[config.mk]
export PLATFORM = sky130hd
export DESIGN_NAME = ordered_timer_table_core
export DESIGN_NICKNAME = d
export VERILOG_FILES = /design/src/design/ott_pkg.sv /design/src/design/ordered_timer_table_core.sv
export SDC_FILE = /design/constraint.sdc
export NUM_CORES = 2
export LEC_CHECK = 0
export ABC_AREA = 0
export BUFFER_PORTS_ARGS = -buffer_cell sky130_fd_sc_hd__buf_2
export CORE_AREA = 2 2 431 433
export CTS_BUF_LIST = sky130_fd_sc_hd__clkbuf_4 sky130_fd_sc_hd__clkbuf_8 sky130_fd_sc_hd__clkbuf_16
export CTS_CLUSTER_DIAMETER = 100
export CTS_CLUSTER_SIZE = 16
export DETAILED_ROUTE_END_ITERATION = 10
export DIE_AREA = 0 0 433 435
export PLACE_DENSITY = 0.62
export SLEW_MARGIN = 0
export SYNTH_ARGS = -nofsm -noshare
export SYNTH_HDL_FRONTEND = slang
export SYNTH_SLANG_ARGS = --single-unit
[constraint.sdc]
create_clock -name clk_i -period 16.05 [get_ports clk_i]
set_input_delay 0.8025 -clock clk_i [delete_from_list [all_inputs] [get_ports clk_i]]
set_output_delay 0.8025 -clock clk_i [all_outputs]
set_load 0.02 [all_outputs]
[src/design/ott_pkg.sv]
// shared types and constants of the ordered timer table
package ott_pkg;

  localparam int SLOTS_DEF     = 16;
  localparam int TIME_BITS_DEF = 48;
  localparam int MAX_RES       = 16;
  localparam int CNT_W         = $clog2(MAX_RES + 1);
  localparam int PERIOD_W      = 32;
  localparam int SLOT_IN_W     = 4;
  localparam int LEFT_W        = 48;
  localparam int IN_DATA_W     = 40;
  localparam int OUT_DATA_W    = 56;
  localparam int OP_W          = 3;

  localparam logic [LEFT_W-1:0] LEFT_ALL = '1;
  localparam logic [LEFT_W-1:0] LEFT_SAT = LEFT_ALL - LEFT_W'(1);

  typedef enum logic [OP_W-1:0] {
    OP_ADD     = 3'd0,
    OP_CANCEL  = 3'd1,
    OP_REFRESH = 3'd2,
    OP_CHANGE  = 3'd3,
    OP_TICK    = 3'd4,
    OP_QUERY   = 3'd5
  } op_e;

  typedef enum logic [1:0] {
    STS_OK       = 2'd0,
    STS_FULL     = 2'd1,
    STS_INACTIVE = 2'd2,
    STS_NONE     = 2'd3
  } status_e;

  typedef struct packed {
    logic [LEFT_W-1:0]    left;
    logic                 front;
    logic                 expired;
    logic [SLOT_IN_W-1:0] slot;
    status_e              status;
    logic                 last;
  } res_t;

endpackage

[src/design/ordered_timer_table_core.sv]
// ordered timer table: slot memory, minimum search sequencer and result register
// add, query, refresh and change period run a minimum search over all slots; cancel answers without one
// a tick repeats the minimum search for each due timer it reports, at most 16 per tick
// a search is paced by the single read port of the slot memory, read once per slot per search
// one item at a time; the next request is taken once the last result is in the output register
// reset clears the tick count, the active flags and the control state; the memory keeps its data
module ordered_timer_table_core #(
  parameter int SLOTS     = ott_pkg::SLOTS_DEF,
  parameter int TIME_BITS = ott_pkg::TIME_BITS_DEF
) (
  input  logic                              clk_i,
  input  logic                              rst_ni,
  input  logic                              s_axis_tvalid,
  output logic                              s_axis_tready,
  // slot, period, recurring, restart, zero fill
  input  logic [ott_pkg::IN_DATA_W-1:0]     s_axis_tdata,
  // operation
  input  logic [ott_pkg::OP_W-1:0]          s_axis_tuser,
  output logic                              m_axis_tvalid,
  input  logic                              m_axis_tready,
  // status, result_slot, expired, front_changed, time_left
  output logic [ott_pkg::OUT_DATA_W-1:0]    m_axis_tdata,
  output logic                              m_axis_tlast
);
  import ott_pkg::*;

  localparam int SLOT_W = (SLOTS > 1) ? $clog2(SLOTS) : 1;

  typedef logic [SLOT_W-1:0]    idx_t;
  typedef logic [TIME_BITS-1:0] tm_t;

  typedef struct packed {
    logic                rec;
    logic [PERIOD_W-1:0] period;
    tm_t                 deadline;
  } ent_t;

  typedef enum logic [6:0] {
    ST_IDLE     = 7'b0000001,
    ST_RD       = 7'b0000010,
    ST_SCAN     = 7'b0000100,
    ST_SCAN_END = 7'b0001000,
    ST_DECIDE   = 7'b0010000,
    ST_FLUSH    = 7'b0100000,
    ST_EMIT     = 7'b1000000
  } state_e;

  ent_t mem_q [SLOTS];
  ent_t rd_q;
  logic mem_we;
  idx_t mem_wa, mem_ra;
  ent_t mem_wd;

  state_e state_q, state_d, ret_q, ret_d;
  op_e    op_q, op_d;
  idx_t   tgt_q, tgt_d;
  logic [PERIOD_W-1:0] per_q, per_d;
  logic   fnow_q, fnow_d;
  tm_t    now_q, now_d;
  logic [SLOTS-1:0] active_q, active_d, done_q, done_d;
  logic [CNT_W-1:0] n_q, n_d;
  logic   pend_valid_q, pend_valid_d;
  idx_t   pend_q, pend_d;
  logic   best_valid_q, best_valid_d;
  idx_t   best_idx_q, best_idx_d;
  ent_t   best_q, best_d;
  idx_t   scan_q, scan_d;
  logic   rv_q;
  idx_t   ridx_q;
  res_t   res_q, res_d, m_res_q, m_res_d;
  logic   m_valid_q, m_valid_d;

  logic [SLOT_IN_W-1:0] in_slot;
  logic [PERIOD_W-1:0]  in_per;
  logic                 in_rec, in_fnow, in_valid, free_found, due;
  idx_t                 in_idx, free_idx;
  op_e                  in_op;
  logic [63:0]          left64;
  state_e               nxt;

  assign in_slot  = s_axis_tdata[3:0];
  assign in_per   = s_axis_tdata[35:4];
  assign in_rec   = s_axis_tdata[36];
  assign in_fnow  = s_axis_tdata[37];
  assign in_op    = op_e'(s_axis_tuser);
  assign in_idx   = idx_t'(in_slot);
  assign in_valid = (32'(in_slot) < 32'(SLOTS)) && active_q[in_idx];

  assign s_axis_tready = (state_q == ST_IDLE);
  assign m_axis_tvalid = m_valid_q;
  assign m_axis_tdata  = {m_res_q.left, m_res_q.front, m_res_q.expired,
                          m_res_q.slot, m_res_q.status};
  assign m_axis_tlast  = m_res_q.last;

  always_comb begin
    free_found = 1'b0;
    free_idx   = '0;
    for (int i = SLOTS - 1; i >= 0; i--) begin
      if (!active_q[i]) begin
        free_found = 1'b1;
        free_idx   = idx_t'(i);
      end
    end
  end

  assign due = best_valid_q && (best_q.deadline <= now_q);
  assign left64 = (64'(best_q.deadline) > 64'(now_q)) ?
                  (64'(best_q.deadline) - 64'(now_q)) : 64'd0;

  always_comb begin
    state_d      = state_q;
    ret_d        = ret_q;
    op_d         = op_q;
    tgt_d        = tgt_q;
    per_d        = per_q;
    fnow_d       = fnow_q;
    now_d        = now_q;
    active_d     = active_q;
    done_d       = done_q;
    n_d          = n_q;
    pend_valid_d = pend_valid_q;
    pend_d       = pend_q;
    best_valid_d = best_valid_q;
    best_idx_d   = best_idx_q;
    best_d       = best_q;
    scan_d       = scan_q;
    res_d        = res_q;
    m_res_d      = m_res_q;
    m_valid_d    = m_valid_q;
    mem_we       = 1'b0;
    mem_wa       = tgt_q;
    mem_wd       = rd_q;
    mem_ra       = scan_q;
    nxt          = ST_SCAN;

    if (m_axis_tready) begin
      m_valid_d = 1'b0;
    end

    // running minimum over the slot memory, ties kept by the lower slot
    if (rv_q && active_q[ridx_q] && !done_q[ridx_q] &&
        (!best_valid_q || (rd_q.deadline < best_q.deadline))) begin
      best_valid_d = 1'b1;
      best_idx_d   = ridx_q;
      best_d       = rd_q;
    end

    unique case (state_q)
      ST_IDLE: begin
        mem_ra = in_idx;
        if (s_axis_tvalid) begin
          op_d         = in_op;
          tgt_d        = in_idx;
          per_d        = in_per;
          fnow_d       = in_fnow;
          done_d       = '0;
          scan_d       = '0;
          best_valid_d = 1'b0;
          res_d        = '0;
          res_d.last   = 1'b1;
          ret_d        = ST_IDLE;
          state_d      = ST_EMIT;
          unique case (in_op)
            OP_ADD: begin
              if (!free_found) begin
                res_d.status = STS_FULL;
              end else begin
                mem_we          = 1'b1;
                mem_wa          = free_idx;
                mem_wd.rec      = in_rec;
                mem_wd.period   = in_per;
                mem_wd.deadline = tm_t'(64'(now_q) + 64'(in_per));
                active_d[free_idx] = 1'b1;
                tgt_d           = free_idx;
                state_d         = ST_SCAN;
              end
            end
            OP_CANCEL: begin
              if (!in_valid) begin
                res_d.status = STS_INACTIVE;
              end else begin
                active_d[in_idx] = 1'b0;
              end
            end
            OP_REFRESH, OP_CHANGE: begin
              if (!in_valid) begin
                res_d.status = STS_INACTIVE;
              end else begin
                state_d = ST_RD;
              end
            end
            OP_TICK: begin
              now_d        = now_q + tm_t'(1);
              n_d          = '0;
              pend_valid_d = 1'b0;
              state_d      = ST_SCAN;
            end
            OP_QUERY: begin
              state_d = ST_SCAN;
            end
            default: begin
            end
          endcase
        end
      end

      ST_RD: begin
        mem_we = 1'b1;
        mem_wa = tgt_q;
        mem_wd = rd_q;
        if (op_q == OP_REFRESH || fnow_q) begin
          if (op_q == OP_CHANGE) begin
            mem_wd.period = per_q;
          end
          mem_wd.deadline = tm_t'(64'(now_q) + 64'(mem_wd.period));
        end else begin
          mem_wd.deadline = tm_t'(64'(rd_q.deadline) + 64'(per_q) - 64'(rd_q.period));
          mem_wd.period   = per_q;
        end
        scan_d       = '0;
        best_valid_d = 1'b0;
        state_d      = ST_SCAN;
      end

      ST_SCAN: begin
        mem_ra = scan_q;
        if (scan_q == idx_t'(SLOTS - 1)) begin
          state_d = ST_SCAN_END;
        end else begin
          scan_d = scan_q + idx_t'(1);
        end
      end

      ST_SCAN_END: begin
        state_d = ST_DECIDE;
      end

      ST_DECIDE: begin
        res_d      = '0;
        res_d.last = 1'b1;
        ret_d      = ST_IDLE;
        state_d    = ST_EMIT;
        case (op_q)
          OP_TICK: begin
            if (due) begin
              done_d[best_idx_q] = 1'b1;
              n_d = n_q + CNT_W'(1);
              if (best_q.rec) begin
                mem_we          = 1'b1;
                mem_wa          = best_idx_q;
                mem_wd          = best_q;
                mem_wd.deadline = tm_t'(64'(now_q) + 64'(best_q.period));
              end else begin
                active_d[best_idx_q] = 1'b0;
              end
              pend_d       = best_idx_q;
              pend_valid_d = 1'b1;
              scan_d       = '0;
              best_valid_d = 1'b0;
              nxt = (n_q == CNT_W'(MAX_RES - 1)) ? ST_FLUSH : ST_SCAN;
              if (pend_valid_q) begin
                res_d.slot    = SLOT_IN_W'(pend_q);
                res_d.expired = 1'b1;
                res_d.last    = 1'b0;
                ret_d         = nxt;
              end else begin
                state_d = nxt;
              end
            end else begin
              pend_valid_d = 1'b0;
              if (pend_valid_q) begin
                res_d.slot    = SLOT_IN_W'(pend_q);
                res_d.expired = 1'b1;
              end else begin
                res_d.status = STS_NONE;
              end
            end
          end
          OP_QUERY: begin
            if (!best_valid_q) begin
              res_d.status = STS_NONE;
              res_d.left   = LEFT_ALL;
            end else if (left64 >= 64'(LEFT_ALL)) begin
              res_d.left = LEFT_SAT;
            end else begin
              res_d.left = left64[LEFT_W-1:0];
            end
          end
          default: begin
            res_d.front = best_valid_q && (best_idx_q == tgt_q);
            if (op_q == OP_ADD) begin
              res_d.slot = SLOT_IN_W'(tgt_q);
            end
          end
        endcase
      end

      ST_FLUSH: begin
        res_d         = '0;
        res_d.slot    = SLOT_IN_W'(pend_q);
        res_d.expired = 1'b1;
        res_d.last    = 1'b1;
        pend_valid_d  = 1'b0;
        ret_d         = ST_IDLE;
        state_d       = ST_EMIT;
      end

      ST_EMIT: begin
        if (!m_valid_q || m_axis_tready) begin
          m_valid_d = 1'b1;
          m_res_d   = res_q;
          state_d   = ret_q;
        end
      end

      default: begin
        state_d = ST_IDLE;
      end
    endcase
  end

  always_ff @(posedge clk_i) begin
    if (mem_we) begin
      mem_q[mem_wa] <= mem_wd;
    end
    rd_q <= mem_q[mem_ra];
  end

  always_ff @(posedge clk_i or negedge rst_ni) begin
    if (!rst_ni) begin
      state_q      <= ST_IDLE;
      ret_q        <= ST_IDLE;
      now_q        <= '0;
      active_q     <= '0;
      done_q       <= '0;
      n_q          <= '0;
      pend_valid_q <= 1'b0;
      best_valid_q <= 1'b0;
      scan_q       <= '0;
      rv_q         <= 1'b0;
      m_valid_q    <= 1'b0;
    end else begin
      state_q      <= state_d;
      ret_q        <= ret_d;
      now_q        <= now_d;
      active_q     <= active_d;
      done_q       <= done_d;
      n_q          <= n_d;
      pend_valid_q <= pend_valid_d;
      best_valid_q <= best_valid_d;
      scan_q       <= scan_d;
      rv_q         <= (state_q == ST_SCAN);
      m_valid_q    <= m_valid_d;
    end
  end

  always_ff @(posedge clk_i) begin
    op_q       <= op_d;
    tgt_q      <= tgt_d;
    per_q      <= per_d;
    fnow_q     <= fnow_d;
    pend_q     <= pend_d;
    best_idx_q <= best_idx_d;
    best_q     <= best_d;
    ridx_q     <= scan_q;
    res_q      <= res_d;
    m_res_q    <= m_res_d;
  end

  a_tick_count: assert property (@(posedge clk_i) disable iff (!rst_ni)
    s_axis_tvalid && s_axis_tready && (s_axis_tuser == OP_TICK)
    |=> now_q == $past(now_q) + tm_t'(1))
    else $error("tick did not advance the count");

  a_res_bound: assert property (@(posedge clk_i) disable iff (!rst_ni)
    n_q <= CNT_W'(MAX_RES))
    else $error("too many expiries in one tick");

  a_cancel: assert property (@(posedge clk_i) disable iff (!rst_ni)
    s_axis_tvalid && s_axis_tready && (s_axis_tuser == OP_CANCEL) && in_valid
    |=> !active_q[$past(in_idx)])
    else $error("cancelled slot still active");

  a_idle_pend: assert property (@(posedge clk_i) disable iff (!rst_ni)
    s_axis_tready |-> !pend_valid_q)
    else $error("expiry left unreported");

endmodule
### Word-level counts from Yosys, hierarchy flattened

Memory sizes are Yosys's and may differ from the RTL's. A register that Yosys moved wholly into a read port is not among the register bits.
Index checks and enable logic that the tools add are counted.

| word-level totals | value |
|---|---|
| flip-flop bits (word level) | 354 |
| bits in latches | 0 |
| bits in writable memories | 1,296 |
| bits in read-only memories | 0 |
| input port bits | 47 |
| output and inout bits | 59 |
| logic and storage cells | 270 |
| memories | 1 |

| cells by class | value |
|---|---|
| $add $sub $neg | 9 |
| $mul | 0 |
| div/mod/pow operators | 0 |
| order comparisons | 11 |
| equality and inequality tests | 30 |
| shifts and indexed selects | 0 |
| muxes and demuxes | 146 |
| bitwise operators | 6 |
| reductions and logical operators | 34 |

Memories:

| name | depth | bits a word | rd ports | clocked after Yosys merged registers in | write ports | line | text |
|---|---|---|---|---|---|---|---|
| mem_q | 16 | 81 | 1 | 1 | 1 | ordered_timer_table_core.sv:48 | `ent_t mem_q [SLOTS];` |

Operators by type and width:

| kind | number |
|---|---|
| $mux 81 | 6 |
| $pmux 81 s3 | 1 |
| $add 48x32->48 | 4 |
| $pmux 57 s3 | 1 |
| $mux 16 | 9 |
| $mux 48 | 3 |
| $mux 4 | 30 |
| $mux 32 | 3 |
| $pmux 16 s2 | 3 |
| $mux 80 | 1 |
| $ge 64x48->1 const B | 1 |
| $mux 64 | 1 |
| $mux 7 | 9 |
| $mux 57 | 1 |
| $pmux 7 s7 | 1 |
| $sub 48x48->49 | 1 |
| $add 48x1->48 const B | 1 |
| $gt 48x48->1 | 1 |
| $le 48x48->1 | 1 |
| $lt 48x48->1 | 1 |
| $sub 48x32->48 | 1 |
| $mux 1 | 47 |
| $pmux 7 s3 | 2 |
| $and 16x16->16 | 2 |
| 47 further kinds | 105 |

### Longest topological paths before layout

| depth | value |
|---|---|
| word-level depth | 25 |
| mapped depth | 19 |
| gate-level depth less buffers | 16 |

### Least setup slack after synthesis

No wires, ideal clock.

| timing path | value |
|---|---|
| kind | flip-flop to flip-flop |
| from | register now_q[32] |
| to | memory mem_q[9][0] (netlist bit), enable pin |
| setup time | 0.521 ns |
| arrival time | 6.724 ns |
| data required time | 15.529 ns |
| setup slack | 8.805 ns |
| stages on the path, launching flop included | 14 |
| buffers on the path | 2 |
| period minus slack after synthesis | 7.245 ns |
| cell sequence | dfrtp_1 clkbuf_1 inv_1 ha_1 clkbuf_1 nand4_1 nor2_1 nand2_1 a311o_1 and4_4 o311a_4 a221o_1 or3_4 nor2_1 |

| on the way | value |
|---|---|
| word-level cells in the longest chain between the ends | 7 |
| elaborated cells on any way between the ends | 10 |
| those cells by class | order compare (1); mux (8); reduce/logical (1) |

RTL lines:

| element | line | text |
|---|---|---|
| start: declaration | ordered_timer_table_core.sv:59 | `tm_t now_q, now_d;` |
| start signal: assignment | ordered_timer_table_core.sv:345 | `now_q <= now_d;` |
| $le 48x48->1 (*) | ordered_timer_table_core.sv:106 | `assign due = best_valid_q && (best_q.deadline <= now_q);` |
| $logic_and 1x1->1 (*) | ordered_timer_table_core.sv:106 |  |
| $mux 1 | ordered_timer_table_core.sv:245 | `if (due) begin` |
| $mux 1 | ordered_timer_table_core.sv:243 | `case (op_q)` |
| $pmux 1 s3 | ordered_timer_table_core.sv:148 | `unique case (state_q)` |
| $mux 1 | ordered_timer_table_core.sv:323 | `if (mem_we) begin` |
| $mux 1 (implied by the code) | ordered_timer_table_core.sv:324 | `mem_q[mem_wa] <= mem_wd;` |
| end: declaration | ordered_timer_table_core.sv:48 |  |

Every way passes the cells marked *; elsewhere a longest branch is shown, timed or not.

### Worst setup path in the final report

| timing path | value |
|---|---|
| from | register state_q[1] |
| to | register, netlist name rd_q[72] |

| on the way | value |
|---|---|
| word-level cells in the longest chain between the ends | 2 |

RTL lines:

| element | line | text |
|---|---|---|
| start: declaration | ordered_timer_table_core.sv:54 | `state_e state_q, state_d, ret_q, ret_d;` |
| start signal: assignment | ordered_timer_table_core.sv:343 | `state_q <= state_d;` |
| $eq 7x1->1 | ordered_timer_table_core.sv:148 |  |
| $mux 4 | ordered_timer_table_core.sv:148 |  |

No other way between the ends.
A chain may end at the register's enable or synchronous reset.

==> metrics.md <==
| Metric | Value |
|---|---|
| Status | `completed` |
| DRC Markers | `0` |
| Vias per cell | `6.08` |
| Number of buffers created by CTS | `130` |
| Post-DRT Antenna Nets | `0` |
| Clock power frac | `17.3%` |
| Area of the multi-input gates | `around 30,000 um^2` |
| Synth unique cells | `slightly above 100` |
| Register area share after synthesis | `61.5%` |
| CTS sink count | `1,727` |
| Final #Nets | `6,351` |
| Number of global-route vias before repair | `50,500` |
| Switching share of total power | `39.0%` |
| First-pass GRT wire length | `343,000 um` |
| Root buffer cell | `clkbuf_16` |
| Layout Skew | `approximately 0.06 ns` |
| VDD IR max | `0.000249 V` |
| Drt first pass iters | `8` |
| Int Pwr | `11.6 mW` |
| R2R Setup Slk | `approximately 9 ns` |
| Placed Cells | `between 8,000 and 9,000` |
| Largest net degree at the start of global routing | `approximately 130` |
| PortBufs | `a little over 100` |
| Worst EP required | `16.66 ns` |
| RePlAce Congestion | `0.971` |
| Hpwl dp | `149,000 um` |
| Final Max Tran Viols | `0` |
| Tcrit/Tclk final | `42.7%` |
| Avg Cell Area, Syn | `13.8 um^2` |
| Net Switching | `7.41 mW` |
| Crit Reg-Reg Endpoint | `rd_q[72]` |
| Share of layout cells above drive strength 1 | `14.5%` |
| EDFF count, synth | `1,539` |
| Die ar. | `188,000 um^2` |
| Dominant synthesized flop cell | `edfxtp_1` |
| Hold Fails Final Rpt | `0` |
| Worst-Margin Slew | `1.32 ns` |
| CP max FO | `45` |
| H-tree depth | `4` |
| Mapped Area | `roughly 82,000 um^2` |
| IO Count | `106` |
| MaxCap Viol Count | `0` |
| Sequential Power Share | `38.7%` |
| FFs w/ async S/R, synth | `5.96%` |
| P per Cell Area | `about 210 nW/um^2` |
| Core area | `184,000 um^2` |
| Design Power | `19.0 mW` |
| Leakage | `31.9 nW` |
| Total track usage | `24.5%` |
| DRT iter0 DRCs | `roughly 5,700` |
| Final setup violation count | `0` |
| CP endpoint | `rd_q[72]` |
| FF-to-FF Start | `state_q[1]` |
| Hold-fix buffers, CTS | `0` |
| Grt total ovfl | `0` |
| CTS tree | `built` |
| Minimum clock period | `6.85 ns` |
| Setup CP Type | `register to register` |
| Worst hold path type | `input pin to asynchronous set/reset pin` |
| Starting Density | `44.6%` |
| Arrival time at the worst endpoint | `7.46 ns` |
| R2R cell count | `11` |
| Flops & latches, synth | `1,727` |
| F_max | `between 0.1 and 0.15 GHz` |
| Setup TNS | `0 ns` |
| Post-Syn Instances | `5,962` |
| CP endpoint kind | `register` |
| DRT Wirelength | `around 230,000 um` |
| Wirelength per Cell | `27.0 um` |
| Post-Layout Cell Count | `8,616` |
| Fillers | `15,700` |
| Via count | `52,400` |
| YS warnings | `0` |
| Gate power share | `44.0%` |
| Chip height | `about 440 um` |
| Max clock buf depth | `3` |
| Chip Width | `between 400 and 500 um` |
| Critical Path Start | `state_q[1]` |
| Worst-Skew Late Latency | `0.82 ns` |
| Cts repair resizes | `0` |
| Worst rel slew slack | `11.7%` |
| RSZ-0062 raised after global routing | `false` |
| Worst setup SP type | `register` |
| Sequential cell area | `approximately 50,000 um^2` |
| Setup Fix Bufs, Post-CTS | `0` |
| Hold slack final | `~0.043 ns` |
| Antenna violations before repair | `24` |
| Row count | `about 160` |
| Syn nets | `6,288` |
| Fin util | `48.9%` |
| Layout area overhead | `9.66%` |
| Clock-pin slew on the worst setup and hold paths | `0.09 ns` |
## worst max-delay path: stages, from the launching register on
cell and delay (ns):
dfrtp_1 0.44, nor4_2 0.41, nand3b_1 0.77, buf_4 0.60
mux2i_4 0.83, buf_4 0.85, buf_4 0.81, buf_4 0.62
mux4_2 0.57, and2_1 0.17, a211oi_1 0.27, a31oi_1 0.07
## sequential cells by signal (all words and copies together) (netlist names), 4 cells and up
signal,flops
active_q,16
best_idx_q,4
best_q,81
done_q,16
m_axis_tdata,56
mem_q,1296
n_q,5
now_q,48
pend_q,4
per_q,32
rd_q,81
res_q,57
ridx_q,4
scan_q,4
state_q,7
tgt_q,4
## area by class of cell
cell class	count	area share (%)
clock buffer	212	4.36
antenna	11	0.0306
timing repair buffer	228	1.73
multi-input combinational	3636	32.8
clock inverter	20	0.290
tap	2480	3.45
sequential	1727	56.1
inverter	302	1.26
## cells in the final DEF (no fill, tap or decap), types with 118 or more instances in the layout
cell and instances:
ha_1 243, nor2_1 214, xnor2_1 166, buf_4 118, a21o_1 124, edfxtp_1 1539, clkbuf_16 133, mux4_2 329
a211oi_1 121, nand2_1 552, a21oi_1 318, inv_1 297, o21ai_0 292
## per-layer routing
metal | track usage, % | vias up | wire (um) | part of all wire, %
li1 | - | 23200 | - | -
met1 | 35.8 | 27000 | 103000 | 44
met2 | 38.7 | 1927 | 109000 | 47
met3 | 2.77 | 319 | 14600 | 6.3
met4 | 7.52 | 0 | 6760 | 2.9
met5 | 0 | - | 0 | 0
## worst min path at each step
stage                  endpoint  slack (ns)  cells past startpoint
2_1_floorplan   m_axis_tdata[0]        0.40                      0
6_report            active_q[9]        0.04                      1
4_1_cts             active_q[9]        0.04                      1
3_5_place_dp   m_axis_tdata[33]        0.40                      0
3_3_place_gp    m_axis_tdata[3]        0.41                      0
5_1_grt             active_q[9]        0.09                      1
## synth_stat cells (117+ instances only)
library cell  count  share of area (%)
xnor2_1         166                1.8
ha_1            243                3.7
a21o_1          126                1.2
nand2_1         553                2.5
mux4_2          329                9.0
a31oi_1         117               0.89
a21oi_1         320                2.0
clkbuf_1        198               0.91
nor2_1          234                1.1
edfxtp_1       1539                 56
a211oi_1        121                1.1
o21ai_0         305                1.9
inv_1           298                1.4
## cells by family (layout without fill, tap and decap cells)
group,count (synthesis),count (layout),share of synthesized area (%)
AO/OA/AOI/OAI,1369,1369,10.9
AND/OR/NAND/NOR,1373,1373,8.01
XOR/XNOR,222,222,2.37
flip-flops,1727,1727,61.5
multiplexers,393,393,9.81
adder cells (fa/ha/maj),279,279,4.58
buffers and inverters,599,762,2.87
other,0,11,0
## power groups by stage
stage | clock, mW | combinational (mW) | sequential [mW]
final | 3.29 | 8.35 | 7.36
after global routing | 3.52 | 9.10 | 7.41
after CTS | 3.36 | 8.34 | 7.35
after detailed placement | 0 | 8.30 | 7.45
after global placement | 0 | 8.21 | 7.42
after floorplan | 0 | 5.67 | 7.24
## stage by stage
step                setup slack [ns]  instance area [um^2]
floorplan                       8.81                 82100
global placement                9.16                 85800
detailed placement              9.15                 85800
CTS                             9.08                 90000
global route                    8.66                 90000
finish                          9.20                 90000
No activity file was read; power rests on OpenSTA's default activity.
